**config.mk**
```make
export PLATFORM = sky130hd
export DESIGN_NAME = yps_fifo
export DESIGN_NICKNAME = d
export VERILOG_FILES = /design/src/rtl/core/yps_pkg.sv /design/src/rtl/core/yps_fifo.sv
export SDC_FILE = /design/constraint.sdc
export NUM_CORES = 1
export LEC_CHECK = 0
export BUFFER_PORTS_ARGS = -buffer_cell sky130_fd_sc_hd__buf_2
export CAP_MARGIN = 15
export CORE_ASPECT_RATIO = 0.7
export CORE_MARGIN = 2
export CORE_UTILIZATION = 40
export CTS_BUF_LIST = sky130_fd_sc_hd__clkbuf_8
export DETAILED_ROUTE_END_ITERATION = 6
export HOLD_SLACK_MARGIN = 0.1
export PLACE_DENSITY = 0.77
export SYNTH_ARGS = -nofsm -noshare
export SYNTH_HDL_FRONTEND = slang
export SYNTH_SLANG_ARGS = --single-unit
```
**constraint.sdc**
```tcl
create_clock -name clk -period 4.9 [get_ports clk]
set_clock_uncertainty 0.2 [all_clocks]
set_input_delay 0.98 -clock clk [delete_from_list [all_inputs] [get_ports clk]]
set_output_delay 0.98 -clock clk [all_outputs]
set_load 0.005 [all_outputs]
```
**src/rtl/core/yps_pkg.sv**
```systemverilog
// yps_pkg: shared types, widths and constants of the plane sse / psnr meter
// no dependencies
`timescale 1ns / 1ps
package yps_pkg;

  // defaults of the top level parameters
  localparam int DEF_MAX_WIDTH  = 4096;
  localparam int DEF_MAX_HEIGHT = 4096;
  localparam int DEF_FRAC_BITS  = 8;

  // register map
  localparam int CFG_AW = 2;
  localparam int CFG_DW = 13;
  localparam logic [CFG_AW-1:0] REG_FRAME_WIDTH  = 2'd0;
  localparam logic [CFG_AW-1:0] REG_FRAME_HEIGHT = 2'd1;
  localparam logic [CFG_DW-1:0] RST_FRAME_WIDTH  = 13'd176;
  localparam logic [CFG_DW-1:0] RST_FRAME_HEIGHT = 13'd144;

  // plane codes
  localparam logic [1:0] PLANE_Y = 2'd0;
  localparam logic [1:0] PLANE_U = 2'd1;
  localparam logic [1:0] PLANE_V = 2'd2;

  // datapath widths
  localparam int DIM_W   = 14;  // clamped dimension, up to 8192
  localparam int TGT_W   = 27;  // plane size, up to 8192*8192
  localparam int CNT_W   = 24;  // sample counter, wraps
  localparam int ACC_W   = 41;  // sse accumulator
  localparam int FRM_W   = 16;
  localparam int SSE_W   = 40;
  localparam int AVS_W   = 48;
  localparam int PSNR_W  = 15;
  localparam int LOG_IW  = 43;  // log input, covers 65025 * plane size
  localparam int LOG_PW  = 6;   // integer part of log2
  localparam int LOG_FW  = 16;  // fraction bits of log2
  localparam int LOG_W   = LOG_PW + LOG_FW;
  localparam int MANT_W  = 31;  // Q30 mantissa
  localparam int NUM_W   = 64;  // dividend of the running mean
  localparam int DEN_W   = 17;

  localparam logic [15:0] PEAK_SQ        = 16'd65025;
  localparam logic [25:0] TEN_LOG10_2_Q24 = 26'd50504453;
  localparam logic [FRM_W-1:0] FRAME_SAT = 16'hFFFF;

  // plane queue between front and back
  localparam int FIFO_DEPTH = 2;
  localparam int FIFO_AW    = 1;

  // one finished plane waiting for the back end
  typedef struct packed {
    logic [1:0]       plane;
    logic [FRM_W-1:0] frame;
    logic [ACC_W-1:0] sse;
    logic [TGT_W-1:0] target;
  } yps_rec_t;

endpackage

```
**src/rtl/core/yps_fifo.sv**
```systemverilog
// yps_fifo: short queue of finished plane requests between front and back
// depends on yps_pkg
`timescale 1ns / 1ps
module yps_fifo (
  input  logic              clk,
  input  logic              rst_n,
  input  logic              push,
  input  yps_pkg::yps_rec_t wdata,
  output logic              full,
  input  logic              pop,
  output yps_pkg::yps_rec_t rdata,
  output logic              empty
);
  import yps_pkg::*;

  yps_rec_t               mem_r [FIFO_DEPTH];
  logic [FIFO_AW-1:0]     wr_r, rd_r;
  logic [FIFO_AW:0]       cnt_r;
  logic                   do_push, do_pop;

  assign full    = (cnt_r == (FIFO_AW+1)'(FIFO_DEPTH));
  assign empty   = (cnt_r == '0);
  assign do_push = push && !full;
  assign do_pop  = pop && !empty;
  assign rdata   = mem_r[rd_r];

  // storage
  always_ff @(posedge clk) begin
    if (do_push) mem_r[wr_r] <= wdata;
  end

  // pointers
  always_ff @(posedge clk) begin
    if (!rst_n) begin
      wr_r  <= '0;
      rd_r  <= '0;
      cnt_r <= '0;
    end else begin
      if (do_push) wr_r <= wr_r + FIFO_AW'(1);
      if (do_pop)  rd_r <= rd_r + FIFO_AW'(1);
      if (do_push && !do_pop) cnt_r <= cnt_r + (FIFO_AW+1)'(1);
      else if (do_pop && !do_push) cnt_r <= cnt_r - (FIFO_AW+1)'(1);
    end
  end

endmodule

```
==> results.md <==
- Outcome: finished, final reports clean
- Sequential share of the synthesized area: 79.8%
- Antenna diodes: 0
- Total GRT Usage: 13.5%
- Ys Warns: 0
- Layout cell share with drive strength beyond 1: 60.4%
- RR Endpoint: mem_r[1][70]
- Die height: 111 um
- Largest net degree at the start of global routing: 87
- Cell Area, Synth: 0.00660 mm2
- Row cnt: 39
- Dpl hpwl: 7.83 mm
- Worst-path clk slew: 80 ps
- Crit path launch type: flop
- Yosys cell types: 23
- Resize count post-CTS: 0
- Hold Path Stages: 2
- Clk buf depth: 2
- Final setup vio count: 0
- Syn Nets: 384
- Min cycle time layout: 3490 ps
- Leading cell type in the layout, fill and taps excluded: buf_2
- Hold WS: 369 ps
- RD Place Congestion: 0.730
- Synth-to-layout area growth: 23.2%
- Slew headroom: 41.4%
- TritonRoute pass-1 iters: 4
- Global-route met1 utilization: 15.5%
- PD cells: 480 mW/mm2
- Synthesized flop and latch total: 177
- Routed Antenna Nets: 0
- Worst-Skew Late Latency: 430 ps
- Final period util: 71.2%
- Asr flop ratio synth: 0%
- Drt initial violations: 196
- Hold Buf Count CTS: 0
- Crit. End Element: output pin
- Required time of the worst setup path: 3720 ps
- Wirelength, routed: 11.6 mm
- Count of filler cells inserted in the layout: 1356
- Clk Tree Root Cell: clkbuf_8
- Max Fanout on Critical Path: 53
- Vias in the first global route: 3508
- Commonest non-fill, non-tap cells in the layout: 177 x buf_2, 172 x edfxtp_1, 46 x mux2_2
- Via count: 3274
- DRC errors left: 0
- Post-layout net count: 575
- Mean routed wirelength per cell: 16.1 um
- Busiest layer in global routing: met2
- Num ports: 178
- Peak supply drop: 241 uV
- Min-delay src: cnt_r[1]
- Initial Util: 40.6%
- CTS tree: built
- RR Startpoint: cnt_r[0]
- Post-synth EDFFs: 172
- Total core area: 0.0162 mm2
- H-tree depth: 4
- Leak pwr: 3.09 nW
- Avg Inst Size Synth: 22.5 um2
- Area leader, netlist: edfxtp_1
- Endpoints failing hold: 0
- Quantity of I/O buffers inserted on ports: 177
- Worst Max-Slew Pin Slew: 879 ps
- Synth area leaders: edfxtp_1 78%, mux2_4 9.1%, mux2_2 7.8%, dfxtp_1 1.5%, buf_6 0.85%
- Final instance area: 0.00813 mm2
- Post-CTS setup buffer count: 0
- Die area: 0.0176 mm2
- CTS Buf Count: 17
- Met2 GRT Util: 22.4%
- CP Class: flop to output pin
- Top FF cell, synth: edfxtp_1
- Pwr Total: 3.91 mW
- Gr ovfl total: 0
- Setup tns final: 0 ps
- Cell Area, Placed: 0.00773 mm2
- Max capacitance violation total: 0
- Worst Hold Class: flop to flop
- DIE WIDTH: 158 um
- RSZ-0062 raised after global routing: false
- Vias/cell: 4.53
- Post-Synthesis Cells: 293
- Hold Crit Endpoint: cnt_r[1]
- Crit path DAT: 2310 ps
- R2R Setup Slk: 2820 ps
- Synth top area share: 78.3%
- Worst reg2reg path depth: 3
- Fin. max-slew vios: 0
- Clk sinks: 177
- Finished Core Util: 50.1%
- First-pass GRT wire length: 17.7 mm
- Fmax achieved: 0.287 GHz
- Initial antenna violation count: 0
- GR Util met3: 6.34%
## layout make-up
class	count	area, um2	area share (%)
flip-flops and latches	177	5270	64.8
clock inverters	15	141	1.74
repair buffers	182	943	11.6
clock buffers	17	234	2.88
multi-input cells	104	1260	15.4
inverters	2	7.51	0.0923
well taps	225	282	3.46
## report_power, final
part / switching, mW / internal, mW / total (mW)
clock network: 0.500 / 0.449 / 0.950
registers: 0.127 / 1.90 / 2.03
logic: 0.396 / 0.532 / 0.929
## cells in the mapped netlist, types with 2 or more instances
cell type and n:
and2_1 3, buf_2 4, buf_6 5, dfxtp_1 5, edfxtp_1 172, mux2_2 46
mux2_4 40, nor2_1 2, xnor2_1 2
## routing by layer
metal	part of all wire (%)	wire (um)	vias up
met4	1.2	134	0
met5	0	0	-
met1	42	4920	1595
li1	-	-	1537
met2	47	5510	131
met3	9.1	1050	11
## sequential cells by signal, indices dropped and copies added (netlist names), named ones only
name	cells
wr_r	1
mem_r	172
rd_r	1
cnt_r	2
## per-stage QoR
| stage | setup slack (ps) | instances |
|---|---|---|
| finish | 1410 | 722 |
| floorplan | 1130 | 293 |
| detailed placement | 1820 | 689 |
| global placement | 1880 | 689 |
| global route | 1240 | 722 |
| CTS | 1310 | 721 |
## how the worst max path moves through the flow
stage / from / to / slack, ps / cells past startpoint
CTS: flop / rdata[73] / 1310 / 3
global placement: flop / rdata[70] / 1880 / 3
detailed placement: flop / rdata[73] / 1820 / 3
finish: flop / rdata[73] / 1410 / 3
global route: flop / rdata[82] / 1240 / 3
floorplan: push / mem_r[0][0] / 1130 / 2
## cells by family (layout without fill, tap and decap cells)
| kind of cell | after synthesis | count (layout) | synth area share [%] |
|---|---|---|---|
| multiplexers | 86 | 86 | 17.0 |
| XOR/XNOR | 3 | 3 | 0.398 |
| AND/OR/NAND/NOR | 9 | 9 | 0.835 |
| adder cells (fa/ha/maj) | 1 | 1 | 0.190 |
| buffers and inverters | 12 | 216 | 1.35 |
| AO/OA/AOI/OAI | 5 | 5 | 0.493 |
| flip-flops | 177 | 177 | 79.8 |
## worst max-delay path: stages (launching register included)
cell     delay [ps]
dfxtp_4         930
buf_4           420
mux2_2          380
buf_2           130
Note: power is estimated with default switching activity, not from simulation.
