File: src/rtl/core/yps_pkg.sv
// yps_pkg: shared types, widths and constants of the plane sse / psnr meter
// no dependencies
`timescale 1ns / 1ps
package yps_pkg;

  // defaults of the top level parameters
  localparam int DEF_MAX_WIDTH  = 4096;
  localparam int DEF_MAX_HEIGHT = 4096;
  localparam int DEF_FRAC_BITS  = 8;

  // register map
  localparam int CFG_AW = 2;
  localparam int CFG_DW = 13;
  localparam logic [CFG_AW-1:0] REG_FRAME_WIDTH  = 2'd0;
  localparam logic [CFG_AW-1:0] REG_FRAME_HEIGHT = 2'd1;
  localparam logic [CFG_DW-1:0] RST_FRAME_WIDTH  = 13'd176;
  localparam logic [CFG_DW-1:0] RST_FRAME_HEIGHT = 13'd144;

  // plane codes
  localparam logic [1:0] PLANE_Y = 2'd0;
  localparam logic [1:0] PLANE_U = 2'd1;
  localparam logic [1:0] PLANE_V = 2'd2;

  // datapath widths
  localparam int DIM_W   = 14;  // clamped dimension, up to 8192
  localparam int TGT_W   = 27;  // plane size, up to 8192*8192
  localparam int CNT_W   = 24;  // sample counter, wraps
  localparam int ACC_W   = 41;  // sse accumulator
  localparam int FRM_W   = 16;
  localparam int SSE_W   = 40;
  localparam int AVS_W   = 48;
  localparam int PSNR_W  = 15;
  localparam int LOG_IW  = 43;  // log input, covers 65025 * plane size
  localparam int LOG_PW  = 6;   // integer part of log2
  localparam int LOG_FW  = 16;  // fraction bits of log2
  localparam int LOG_W   = LOG_PW + LOG_FW;
  localparam int MANT_W  = 31;  // Q30 mantissa
  localparam int NUM_W   = 64;  // dividend of the running mean
  localparam int DEN_W   = 17;

  localparam logic [15:0] PEAK_SQ        = 16'd65025;
  localparam logic [25:0] TEN_LOG10_2_Q24 = 26'd50504453;
  localparam logic [FRM_W-1:0] FRAME_SAT = 16'hFFFF;

  // plane queue between front and back
  localparam int FIFO_DEPTH = 2;
  localparam int FIFO_AW    = 1;

  // one finished plane waiting for the back end
  typedef struct packed {
    logic [1:0]       plane;
    logic [FRM_W-1:0] frame;
    logic [ACC_W-1:0] sse;
    logic [TGT_W-1:0] target;
  } yps_rec_t;

endpackage

File: src/rtl/core/yps_front.sv
// yps_front: configuration registers, per-sample sse accumulation and plane end detection
// depends on yps_pkg
`timescale 1ns / 1ps
module yps_front #(
  parameter int MAX_WIDTH  = yps_pkg::DEF_MAX_WIDTH,
  parameter int MAX_HEIGHT = yps_pkg::DEF_MAX_HEIGHT
) (
  input  logic                       clk,
  input  logic                       rst_n,
  input  logic                       cfg_we,
  input  logic [yps_pkg::CFG_AW-1:0] cfg_index,
  input  logic [yps_pkg::CFG_DW-1:0] cfg_wdata,
  input  logic                       in_push,
  output logic                       in_full,
  input  logic [7:0]                 in_ref_sample,
  input  logic [7:0]                 in_test_sample,
  input  logic                       q_full,
  output logic                       q_push,
  output yps_pkg::yps_rec_t          q_data
);
  import yps_pkg::*;

  localparam logic [DIM_W-1:0] MAXW = DIM_W'(MAX_WIDTH);
  localparam logic [DIM_W-1:0] MAXH = DIM_W'(MAX_HEIGHT);

  function automatic logic [DIM_W-1:0] eff_dim(input logic [CFG_DW-1:0] v,
                                               input logic [DIM_W-1:0] maxv);
    logic [DIM_W-1:0] e;
    e = {1'b0, v[CFG_DW-1:1], 1'b0};
    if (e < DIM_W'(2)) e = DIM_W'(2);
    if (e > maxv) e = maxv;
    return e;
  endfunction

  logic [CFG_DW-1:0] width_r, height_r;
  logic [TGT_W-1:0]  tgt_luma, tgt_chroma;
  logic [1:0]        plane_r, plane_nxt;
  logic [CNT_W-1:0]  cnt_r, cnt_nxt;
  logic [ACC_W-1:0]  acc_r, acc_nxt;
  logic [FRM_W-1:0]  frame_r, frame_nxt;
  logic [DIM_W-1:0]  w_eff, h_eff;
  logic [7:0]        diff;
  logic [15:0]       dsq;
  logic [TGT_W-1:0]  target;
  logic              accept, plane_end;

  // configuration registers
  always_ff @(posedge clk) begin
    if (!rst_n) begin
      width_r  <= RST_FRAME_WIDTH;
      height_r <= RST_FRAME_HEIGHT;
    end else if (cfg_we) begin
      case (cfg_index)
        REG_FRAME_WIDTH:  width_r  <= cfg_wdata;
        REG_FRAME_HEIGHT: height_r <= cfg_wdata;
        default: ;
      endcase
    end
  end

  // plane sizes from the size registers
  assign w_eff      = eff_dim(width_r, MAXW);
  assign h_eff      = eff_dim(height_r, MAXH);
  assign tgt_luma   = TGT_W'(w_eff) * TGT_W'(h_eff);
  assign tgt_chroma = TGT_W'(w_eff >> 1) * TGT_W'(h_eff >> 1);

  // sample accumulation
  assign in_full   = q_full;
  assign accept    = in_push && !q_full;
  assign target    = (plane_r == PLANE_Y) ? tgt_luma : tgt_chroma;
  assign diff      = (in_ref_sample > in_test_sample) ? in_ref_sample - in_test_sample
                                                       : in_test_sample - in_ref_sample;
  assign dsq       = 16'(diff) * 16'(diff);
  assign acc_nxt   = acc_r + ACC_W'(dsq);
  assign cnt_nxt   = cnt_r + CNT_W'(1);
  assign plane_end = ({{(TGT_W-CNT_W){1'b0}}, cnt_nxt} >= target) || (cnt_nxt == '0);

  assign q_push        = accept && plane_end;
  assign q_data.plane  = plane_r;
  assign q_data.frame  = frame_r;
  assign q_data.sse    = acc_nxt;
  assign q_data.target = target;

  // plane and frame sequencing
  always_comb begin
    plane_nxt = plane_r;
    frame_nxt = frame_r;
    if (plane_r >= PLANE_V) begin
      plane_nxt = PLANE_Y;
      if (frame_r != FRAME_SAT) frame_nxt = frame_r + FRM_W'(1);
    end else begin
      plane_nxt = plane_r + 2'd1;
    end
  end

  always_ff @(posedge clk) begin
    if (!rst_n) begin
      plane_r <= PLANE_Y;
      cnt_r   <= '0;
      acc_r   <= '0;
      frame_r <= '0;
    end else if (accept) begin
      if (plane_end) begin
        cnt_r   <= '0;
        acc_r   <= '0;
        plane_r <= plane_nxt;
        frame_r <= frame_nxt;
      end else begin
        cnt_r <= cnt_nxt;
        acc_r <= acc_nxt;
      end
    end
  end

endmodule

File: config.mk
export PLATFORM = sky130hd
export DESIGN_NAME = yps_front
export DESIGN_NICKNAME = d
export VERILOG_FILES = /design/src/rtl/core/yps_pkg.sv /design/src/rtl/core/yps_front.sv
export SDC_FILE = /design/constraint.sdc
export NUM_CORES = 1
export LEC_CHECK = 0
export BUFFER_PORTS_ARGS = -buffer_cell sky130_fd_sc_hd__buf_2
export CAP_MARGIN = 10
export CORE_ASPECT_RATIO = 1.4
export CORE_MARGIN = 2
export CORE_UTILIZATION = 55
export DETAILED_ROUTE_END_ITERATION = 8
export PLACE_DENSITY = 0.73
export SETUP_SLACK_MARGIN = 0.02
export SYNTH_ARGS = -nofsm -noshare
export SYNTH_HDL_FRONTEND = slang
export SYNTH_SLANG_ARGS = --single-unit
File: constraint.sdc
create_clock -name clk -period 15.9 [get_ports clk]
set_input_delay 1.59 -clock clk [delete_from_list [all_inputs] [get_ports clk]]
set_output_delay 1.59 -clock clk [all_outputs]
set_load 0.02 [all_outputs]
==> results of run 1 <==
-- placed cells by master, fill, tap and decap left out, types with 44 or more instances in the layout --
master     n
o21ai_0   44
nand2_1  268
ha_1     178
buf_2    122
a21oi_1  108
nand3_1   84
nor2_1   191
xnor2_1   81
fa_1     162
inv_1    280
dfxtp_1  107
-- stage by stage --
step           instances  instance area [µm²]  setup WS (ps)  hold slack, ps
2_1_floorplan       1988                15600           5830             432
3_3_place_gp        2405                16400           4640             441
3_5_place_dp        2405                16400           4500             449
4_1_cts             2419                16700           4050             458
5_1_grt             2419                16700           3360             485
6_report            2419                16700           4020             459
-- kinds of logic after synthesis --
logic type	after synthesis	synth area share, %
xor gates and xnor gates	123	6.92
buffers and inverters	364	9.05
muxes	19	1.26
AOI/OAI and AO/OA	269	11.0
adders and majority gates	340	35.1
DFF	107	13.8
and+or+nand+nor	766	22.9
-- final cells by class --
type	count	area [µm²]
clock buffers	9	225
clock inverters	5	67.6
fillers	2603	11100
inverters	282	1060
multi-input cells	1517	12000
flip-flops and latches	107	2140
well taps	370	463
repair buffers	129	663
-- routing by layer --
metal	track usage (%)	part of all wire (%)	vias to the layer above
li1	-	-	6617
met1	30.1	38	6646
met2	50.7	54	340
met3	3.96	4.7	87
met4	10.8	3.6	0
met5	0	0	-
-- worst paths after layout --
check / startpoint / endpoint / slack [ps] / cells past startpoint
min reg2reg: acc_r[10]$_SDFFE_PN0P_ / acc_r[10]$_SDFFE_PN0P_ / 460 / 2
max: width_r[12]$_SDFFE_PN0P_ / q_push / 4020 / 35
max reg2reg: width_r[12]$_SDFFE_PN0P_ / acc_r[37]$_SDFFE_PN0P_ / 5490 / 35
min: acc_r[10]$_SDFFE_PN0P_ / acc_r[10]$_SDFFE_PN0P_ / 460 / 2
-- worst min-delay path, cell delays in order (launching register included) --
cell     delay [ps]
dfxtp_1         320
nand2_1          50
a21oi_1          50
-- state kept, by name (all words and copies together) (netlist names) --
name      count
acc_r        41
cnt_r        24
frame_r      16
height_r     12
plane_r       2
width_r      12
-- power breakdown --
| part | switching (µW) | leakage [µW] | internal (µW) |
|---|---|---|---|
| clock network | 112 | 0.000145 | 123 |
| logic | 1180 | 0.00724 | 699 |
| registers | 9.43 | 0.000866 | 281 |
| total | 1300 | 0.00825 | 1100 |
==> metrics.csv, run 1 <==
stage,metric,value,unit
critical_path,crit_top_cell,inv_1,
cells_and_area,area.growth.synth_to_final,7.00,%
status,status,completed,
clocking,cts_resized,0,
global_route,grt_pass1_wl,65.4,mm
timing,tightest_slew,1080,ps
floorplanning,rows,72,
route,viasPerCell,5.66,
global_route,antenna_found_initial,0,
cells_and_area,fin_nets,2422,
synth,ys_seq_elements,107,
critical_path,cp_max_fo,84,
synth,yosys.area.top_type,fa_1,
critical_path,end_kind,output port,
floorplanning,dieArea,29700,µm²
critical_path,cp-start-kind,flip-flop,
synth,synth_seq_area_share,13.8,%
route,wl_per_cell,16.4,µm
synth,synth.area.top_cells,"fa_1 (21%), ha_1 (14%), dfxtp_1 (14%), inv_1 (6.8%), nand2_1 (6.5%)",
critical_path,crit_arrival,10290,ps
clocking,clk_latency,370,ps
route,route.vias.total,13690,
cells_and_area,n_antenna_cell,0,
route,drt_wl_total,39.6,mm
critical_path,crit_buf_inv,9,
cells_and_area,drive_above_1_share,9.08,%
clocking,cts_made_buffers,9,
timing,relSlewSlack,27.2,%
synth,yosysUniqueCellTypes,80,
critical_path,max_stage_delay,700,ps
timing,hold_violations,0,
clocking,root_buffer,clkbuf_16,
synth,synth_ff_type,dfxtp_1,
timing,slew_violations,0,
route,drt_iter0_markers,641,
pwr,leakagePower,0.00825,µW
synth,yosysWarnings,0,
critical_path,cp_top_family,adder cells,
critical_path,crit_type,reg2out,
clocking,clkTransAtPathRegs,80,ps
floorplanning,ios,124,
pwr,total_power,2400,µW
clocking,cts_hold_buffers,0,
route,firstDrtPassIters,5,
critical_path,critPathSlowestCell,dfxtp_1,
synth,syn_inst,1988,
timing,rsz0062_at_grt,false,
job,cap_violations,0,
synth,syn_nets,2364,
timing,fin_crit_sh,74.7,%
timing,fin_setup_tns,0,ps
min_path,worst_hold_path_type,reg2reg,
synth,syn_area,15600,µm²
placement,portBuffers,122,
global_route,grt_overflow,0,
placement,dpl.hpwl,31.5,mm
global_route,grt_pass1_vias,13852,
critical_path,required,14310,ps
timing,period_needed,11880,ps
clocking,htree_levels,3,
timing,setup_viol,0,
clocking,post_cts_buffers,0,
timing,skew,13.2,ps
route,drc,0,
floorplanning,die_y,203,µm
synth,synth_enable_flop_cells,0,
pwr,max-vdd-ir-drop,0.826,mV
floorplanning,start_util,56.1,%
floorplanning,core-area,27700,µm²
floorplanning,die_w,146,µm
global_route,grt_max_degree,85,
global_route,grt_util_all_layers,26.8,%
route,ant_nets,0,
synth,syn_avg_cell_area,7.83,µm²
placement,gp_congestion,0.907,
cells_and_area,utilization,60.1,%
timing,clock.fmax,84.2,MHz
synth,synthArstFlopShare,0,%
clocking,clockBufferDepth,2,
pwr,powerDensity,144,nW/µm²
clocking,cts_tree,yes,
synth,yosysMostFrequentCell,inv_1,
clocking,cts.sinks,107,
synth,yosys-top-cells-count,"inv_1 (281), nand2_1 (268), nor2_1 (192), ha_1 (178), fa_1 (162)",
synth,yosys.area.top_type_share,20.8,%
Power figures use the tool's default switching activity.
==> run 2: changes to the inputs <==
- ABC_AREA: not set -> 1
- clock period: 15.9 -> 11.3 ns (I/O delays scaled with it)
==> run 2 against run 1 <==
Wire length up 9.2%. Sequential share of layout area down 0.47 points. Utilization fell by 0.57 points. Sequential power grew 44%. Critical endpoint unchanged. Largest cell class unchanged.
==> metrics.csv, run 2 <==
stage,metric,value,unit,change
min_path,worst_hold_path_type,reg2reg,,unchanged
timing,clock.fmax,94.9,MHz,
pwr,powerDensity,232,nW/µm²,was 144 nW/µm²
pwr,leakagePower,0.00909,µW,was 0.00825 µW
timing,fin_setup_tns,0,ps,unchanged
pwr,max-vdd-ir-drop,0.390,mV,was 0.826 mV
synth,yosysWarnings,0,,unchanged
floorplanning,die_y,207,µm,was 203 µm
route,ant_nets,0,,unchanged
clocking,clockBufferDepth,2,,unchanged
global_route,grt_overflow,0,,unchanged
route,drc,0,,unchanged
floorplanning,die_w,149,µm,was 146 µm
cells_and_area,fin_nets,2800,,"was 2,422"
floorplanning,start_util,55.6,%,was 56.1%
route,drt_iter0_markers,590,,was 641
cells_and_area,largest_register_ffs,41,,unchanged
placement,portBuffers,122,,unchanged
synth,synth_compound_gate_area_share,10.3,%,was 11.0%
floorplanning,dieArea,30800,µm²,"was 29,700 µm²"
global_route,antenna_found_initial,0,,unchanged
critical_path,cp-start-kind,flip-flop,,unchanged
pwr,power.internal,1650,µW,was 1100 µW
clocking,cts_hold_buffers,0,,unchanged
cells_and_area,utilization,59.5,%,was 60.1%
cells_and_area,final_cell_mix,"inv_1 (498), nand2_1 (469), nor2_1 (265), ha_1 (178), fa_1 (162)",,"was inv_1 (280), nand2_1 (268), nor2_1 (191), ha_1 (178), fa_1 (162)"
critical_path,crit_arrival,9400,ps,"was 10,290 ps"
synth,syn_nets,2713,,"was 2,364"
critical_path,crit_top_cell,inv_1,,unchanged
synth,synth_enable_flop_cells,0,,unchanged
synth,synthAdderAreaFrac,33.9,%,was 35.1%
timing,relSlewSlack,36.5,%,was 27.2%
synth,yosys.area.top_type,fa_1,,unchanged
critical_path,required,10170,ps,"was 14,310 ps"
critical_path,max_stage_delay,630,ps,was 700 ps
pwr,comb_power_share,81.6,%,was 78.1%
cells_and_area,n_antenna_cell,0,,unchanged
floorplanning,core-area,29100,µm²,"was 27,700 µm²"
synth,yosys-top-cells-count,"inv_1 (498), nand2_1 (469), nor2_1 (270), ha_1 (178), fa_1 (162)",,"was inv_1 (281), nand2_1 (268), nor2_1 (192), ha_1 (178), fa_1 (162)"
pwr,total_power,4020,µW,was 2400 µW
synth,syn_area,16200,µm²,"was 15,600 µm²"
critical_path,cp_max_fo,34,,was 84
global_route,grt_pass1_wl,72.0,mm,was 65.4 mm
status,status,completed,,unchanged
clocking,cts_tree,yes,,unchanged
cells_and_area,largest-register,acc_r,,unchanged
timing,hold_violations,0,,unchanged
timing,fin_ws,767,ps,was 4020 ps
synth,synthArstFlopShare,0,%,unchanged
synth,synth_top_family_by_area,adder cells,,unchanged
synth,synth_seq_area_share,13.3,%,was 13.8%
pwr,p_sw,2370,µW,was 1300 µW
pwr,power_frac_clock,7.9,%,was 9.8%
timing,rsz0062_at_grt,false,,unchanged
synth,ys_seq_elements,107,,unchanged
job,cap_violations,0,,unchanged
placement,pre_cts_ws,1140,ps,was 4500 ps
placement,dpl.hpwl,36.1,mm,was 31.5 mm
synth,synth.area.top_cells,"fa_1 (20%), ha_1 (14%), dfxtp_1 (13%), inv_1 (12%), nand2_1 (11%)",,"was fa_1 (21%), ha_1 (14%), dfxtp_1 (14%), inv_1 (6.8%), nand2_1 (6.5%)"
synth,synth-simple-area-share,24.9,%,was 22.9%
clocking,cts_made_buffers,9,,unchanged
pwr,swShare,58.9,%,was 54.0%
floorplanning,ios,124,,unchanged
cells_and_area,layout.cells.most_common,inv_1,,unchanged
clocking,cts_resized,0,,unchanged
timing,period_needed,10530,ps,
floorplanning,rows,74,,was 72
clocking,htree_levels,3,,unchanged
synth,yosys.area.top_type_share,20.1,%,was 20.8%
synth,yosysUniqueCellTypes,49,,was 80
global_route,grt_util_all_layers,29.0,%,was 26.8%
synth,synth_ff_type,dfxtp_1,,unchanged
route,firstDrtPassIters,5,,unchanged
route,wl_per_cell,15.4,µm,was 16.4 µm
placement,gp_congestion,0.984,,was 0.907
timing,slew_violations,0,,unchanged
global_route,grt_max_degree,70,,was 85
cells_and_area,fillers,2821,,"was 2,603"
critical_path,end_kind,output port,,unchanged
route,drt_wl_total,43.2,mm,was 39.6 mm
route,viasPerCell,5.29,,was 5.66
synth,syn_avg_cell_area,6.91,µm²,was 7.83 µm²
clocking,root_buffer,clkbuf_16,,unchanged
synth,synth.area.mux_share,0.0620,%,was 1.26%
cells_and_area,drive_above_1_share,8.07,%,was 9.08%
synth,syn_inst,2337,,"was 1,988"
clocking,post_cts_buffers,0,,unchanged
global_route,grt_pass1_vias,15325,,"was 13,852"
synth,yosysMostFrequentCell,inv_1,,unchanged
timing,setup_viol,0,,unchanged
clocking,cts.sinks,107,,unchanged
cells_and_area,area.growth.synth_to_final,7.09,%,was 7.00%
clocking,clk_latency,380,ps,was 370 ps
critical_path,crit_type,reg2out,,unchanged
pwr,p_seq_share,10.4,%,was 12.1%
timing,skew,14.2,ps,was 13.2 ps
timing,tightest_slew,952,ps,was 1080 ps
timing,whs,469,ps,was 459 ps
route,route.vias.total,14864,,"was 13,690"
clocking,clkTransAtPathRegs,70,ps,was 80 ps
synth,synth_xor_area_share,3.95,%,was 6.92%
cells_and_area,reg.largest.list,"acc_r: 41 flops, cnt_r: 24 flops, frame_r: 16 flops",,unchanged
critical_path,critPathSlowestCell,fa_1,,was dfxtp_1
timing,fin_crit_sh,93.2,%,
==> run 2: per-layer routing <==
layer,vias up,track usage (%),share of wire [%]
li1,7395,-,-
met1,7000,31.8,39
met2,354,55.1,53
met3,115,3.10,3.7
met4,0,15.1,5.1
met5,-,0,0
==> run 2: layout make-up <==
class / instances / area, µm² / area share (%)
repair buffers: 129 / 663 / 3.83
flip-flops and latches: 107 / 2140 / 12.4
multi-input cells: 1671 / 11800 / 68.4
clock inverters: 5 / 46.3 / 0.268
clock buffers: 10 / 239 / 1.38
well taps: 380 / 475 / 2.75
inverters: 506 / 1900 / 11.0
==> run 2: metrics by stage <==
step	cells	cell area (µm²)
2_1_floorplan	2337	16200
3_3_place_gp	2793	17000
3_5_place_dp	2793	17000
4_1_cts	2808	17300
5_1_grt	2808	17300
6_report	2808	17300
==> run 2: path summary, 6_finish.rpt <==
check / from / endpoint / slack [ps] / cells after the start
max reg2reg: width_r[4]$_SDFFE_PN1P_ / acc_r[13]$_SDFFE_PN0P_ / 1970 / 43
min reg2reg: acc_r[2]$_SDFFE_PN0P_ / acc_r[2]$_SDFFE_PN0P_ / 470 / 2
max: width_r[4]$_SDFFE_PN1P_ / q_push / 770 / 43
min: acc_r[2]$_SDFFE_PN0P_ / acc_r[2]$_SDFFE_PN0P_ / 470 / 2
==> run 2: critical path, delay by kind of cell, from the launching register on <==
family | cells | cell delay, ps
adder cells (fa/ha/maj) | 8 | 3330
XOR/XNOR | 1 | 180
buffers and inverters | 10 | 1260
AND/OR/NAND/NOR | 20 | 3120
AO/OA/AOI/OAI | 4 | 810
flip-flops | 1 | 300
==> run 2: cell families (layout without fill, tap and decap cells) <==
kind of cell,Yosys count,after routing
compound gates,314,314
simple gates,944,944
xor+xnor,72,72
flops,107,107
buf+inv,559,650
mux,1,1
fa+ha+maj,340,340
==> run 2: power groups by stage <==
stage | Combinational, µW | Sequential (µW) | Clock (µW)
after floorplan | 2310 | 423 | 0
after global placement | 3230 | 427 | 0
after detailed placement | 3290 | 428 | 0
after CTS | 3300 | 419 | 328
after global routing | 3690 | 422 | 339
final | 3280 | 419 | 319
==> run 3: changes to the inputs <==
- CELL_PAD_IN_SITES_DETAIL_PLACEMENT: not set -> 0
- CELL_PAD_IN_SITES_GLOBAL_PLACEMENT: not set -> 2
- CORE_UTILIZATION: 55 -> 36
- GPL_TIMING_DRIVEN: not set -> 0
- PLACE_DENSITY: 0.73 -> 0.83
==> run 3 against run 2 <==
Count of clock-buffer cells in the layout decreased by 1. Setup slack worse by 63 ps. Fmax shrank 0.59%. Sequential share of layout area down 0.33 points. Critical endpoint unchanged. Largest power group unchanged.
==> metrics.csv, run 3 (synthesis gave the netlist of run 2 again) <==
stage,metric,value,unit,change
status,status,completed,,unchanged
critical_path,cp-start-kind,flip-flop,,unchanged
min_path,min_from,acc_r[2]$_SDFFE_PN0P_,,unchanged
route,wl_per_cell,16.4,µm,was 15.4 µm
job,cap_violations,0,,unchanged
timing,fin_crit_sh,93.8,%,was 93.2%
global_route,grt_pass1_wl,78.4,mm,was 72.0 mm
cells_and_area,fin_nets,2848,,"was 2,800"
timing,tightest_slew,875,ps,was 952 ps
min_path,hold_depth,2,,unchanged
clocking,root_buffer,clkbuf_16,,unchanged
clocking,clockBufferDepth,2,,unchanged
critical_path,crit_top_cell,inv_1,,unchanged
cells_and_area,n_antenna_cell,0,,unchanged
timing,setup_viol,0,,unchanged
floorplanning,rows,91,,was 74
floorplanning,die_y,255,µm,was 207 µm
clocking,cts.sinks,107,,unchanged
route,drt_wl_total,49.7,mm,was 43.2 mm
cells_and_area,largest-register,acc_r,,unchanged
placement,portBuffers,121,,was 122
route,route.vias.total,14883,,"was 14,864"
clocking,htree_levels,3,,unchanged
timing,skew,13.6,ps,was 14.2 ps
pwr,leakagePower,0.00920,µW,was 0.00909 µW
route,viasPerCell,4.91,,was 5.29
critical_path,max_stage_delay,600,ps,was 630 ps
critical_path,end_kind,output port,,unchanged
timing,slew_violations,0,,unchanged
critical_path,crit_arrival,9470,ps,was 9400 ps
clocking,cts_tree,yes,,unchanged
critical_path,crit_type,reg2out,,unchanged
route,drc,0,,unchanged
pwr,max-vdd-ir-drop,0.468,mV,was 0.390 mV
global_route,antenna_found_initial,0,,unchanged
global_route,grt_overflow,0,,unchanged
global_route,grt_max_degree,19,,was 70
pwr,powerDensity,225,nW/µm²,was 232 nW/µm²
floorplanning,ios,124,,unchanged
route,firstDrtPassIters,5,,unchanged
critical_path,regToRegStartpoint,width_r[12]$_SDFFE_PN0P_,,was width_r[4]$_SDFFE_PN1P_
min_path,worst_hold_path_type,reg2reg,,unchanged
placement,gp_congestion,0.887,,was 0.984
placement,pre_cts_ws,648,ps,was 1140 ps
floorplanning,start_util,36.6,%,was 55.6%
floorplanning,core-area,44200,µm²,"was 29,100 µm²"
cells_and_area,final_cell_mix,"inv_1 (498), nand2_1 (468), nor2_1 (266), ha_1 (178), fa_1 (162)",,"was inv_1 (498), nand2_1 (469), nor2_1 (265), ha_1 (178), fa_1 (162)"
cells_and_area,area.growth.synth_to_final,10.1,%,was 7.09%
timing,rsz0062_at_grt,false,,unchanged
critical_path,reg2reg_depth,44,,was 43
clocking,clkTransAtPathRegs,80,ps,was 70 ps
critical_path,crit_start,width_r[12]$_SDFFE_PN0P_,,was width_r[4]$_SDFFE_PN1P_
global_route,grt_pass1_vias,15057,,"was 15,325"
cells_and_area,drive_above_1_share,8.44,%,was 8.07%
clocking,cts_hold_buffers,0,,unchanged
timing,relSlewSlack,41.0,%,was 36.5%
clocking,clk_latency,400,ps,was 380 ps
timing,period_needed,10600,ps,"was 10,530 ps"
clocking,cts_made_buffers,9,,unchanged
critical_path,critPathSlowestCell,fa_1,,unchanged
timing,clock.fmax,94.4,MHz,was 94.9 MHz
route,ant_nets,0,,unchanged
cells_and_area,reg.largest.list,"acc_r: 41 flops, cnt_r: 24 flops, frame_r: 16 flops",,unchanged
critical_path,cp_max_fo,7,,was 34
floorplanning,die_w,183,µm,was 149 µm
route,drt_iter0_markers,555,,was 590
placement,dpl.hpwl,43.0,mm,was 36.1 mm
cells_and_area,layout.cells.most_common,inv_1,,unchanged
global_route,grt_util_all_layers,21.6,%,was 29.0%
critical_path,required,10170,ps,about the same
floorplanning,dieArea,46600,µm²,"was 30,800 µm²"
timing,fin_setup_tns,0,ps,unchanged
timing,fin_ws,704,ps,was 767 ps
cells_and_area,largest_register_ffs,41,,unchanged
timing,hold_violations,0,,unchanged
run 3: cell types whose count changed in the layout (fill, tap and decap cells not counted), sizes merged:
cell,delta
clkbuf,+35
inv,+2
buf,+12
clkinv,-1
run 3: path summary, 6_finish.rpt:
path                                          endpoint  slack [ps]
worst max-delay path                            q_push         700
worst min-delay path             acc_r[2]$_SDFFE_PN0P_         470
worst max register to register  acc_r[28]$_SDFFE_PN0P_        2130
worst min register to register   acc_r[2]$_SDFFE_PN0P_         470
run 3: worst max-delay path: cells and delay by family, from the launching register on:
kind            cells  cell delay (ps)
buf+inv            12             1530
compound gates      4             1030
flops               1              530
fa+ha+maj           8             3530
xor+xnor            1              170
simple gates       18             2250
run 3: report_power, final:
part	switching, µW	total, µW	leakage [µW]	internal, µW
Clock	173	324	0.000133	151
Combinational	2170	3260	0.00819	1080
Sequential	16.7	419	0.000870	402
Total	2360	4000	0.00920	1640
run 3: final cells by class:
cell class | instances | area, µm²
buffer | 53 | 300
clock buffer | 9 | 225
clock inverter | 6 | 47.5
fill | 4764 | 26400
inverter | 506 | 1900
multi-input combinational | 1671 | 11800
sequential | 107 | 2140
tap | 558 | 698
timing repair buffer | 124 | 628
run 3: through the flow:
step | instance area (µm²) | utilization, % | cells | power, µW | hold WS [ps]
3_5_place_dp | 17500 | 39.5 | 3016 | 3720 | 457
2_1_floorplan | 16200 | - | 2337 | 2730 | 445
3_3_place_gp | 17500 | 39.5 | 3016 | 3710 | 452
6_report | 17800 | 40.2 | 3034 | 4000 | 466
5_1_grt | 17800 | 40.2 | 3034 | 4410 | 481
4_1_cts | 17700 | 40.1 | 3031 | 4060 | 468
run 3: repair_timing:
action | in CTS | in global routing
resized for setup | 0 | 9
hold endpoints to repair | 0 | 0
buffers inserted | 0 | 3
setup endpoints to repair | 0 | 1
run 3: layer usage:
metal  up-vias  share of wire (%)  wire length, µm  track usage, %
met4         0                4.7             2320            10.3
met5         -                  0                0               0
li1       7500                  -                -               -
met2       264                 55            27300            43.1
met3        94                2.1             1030            1.98
met1      7025                 38            19100            22.3
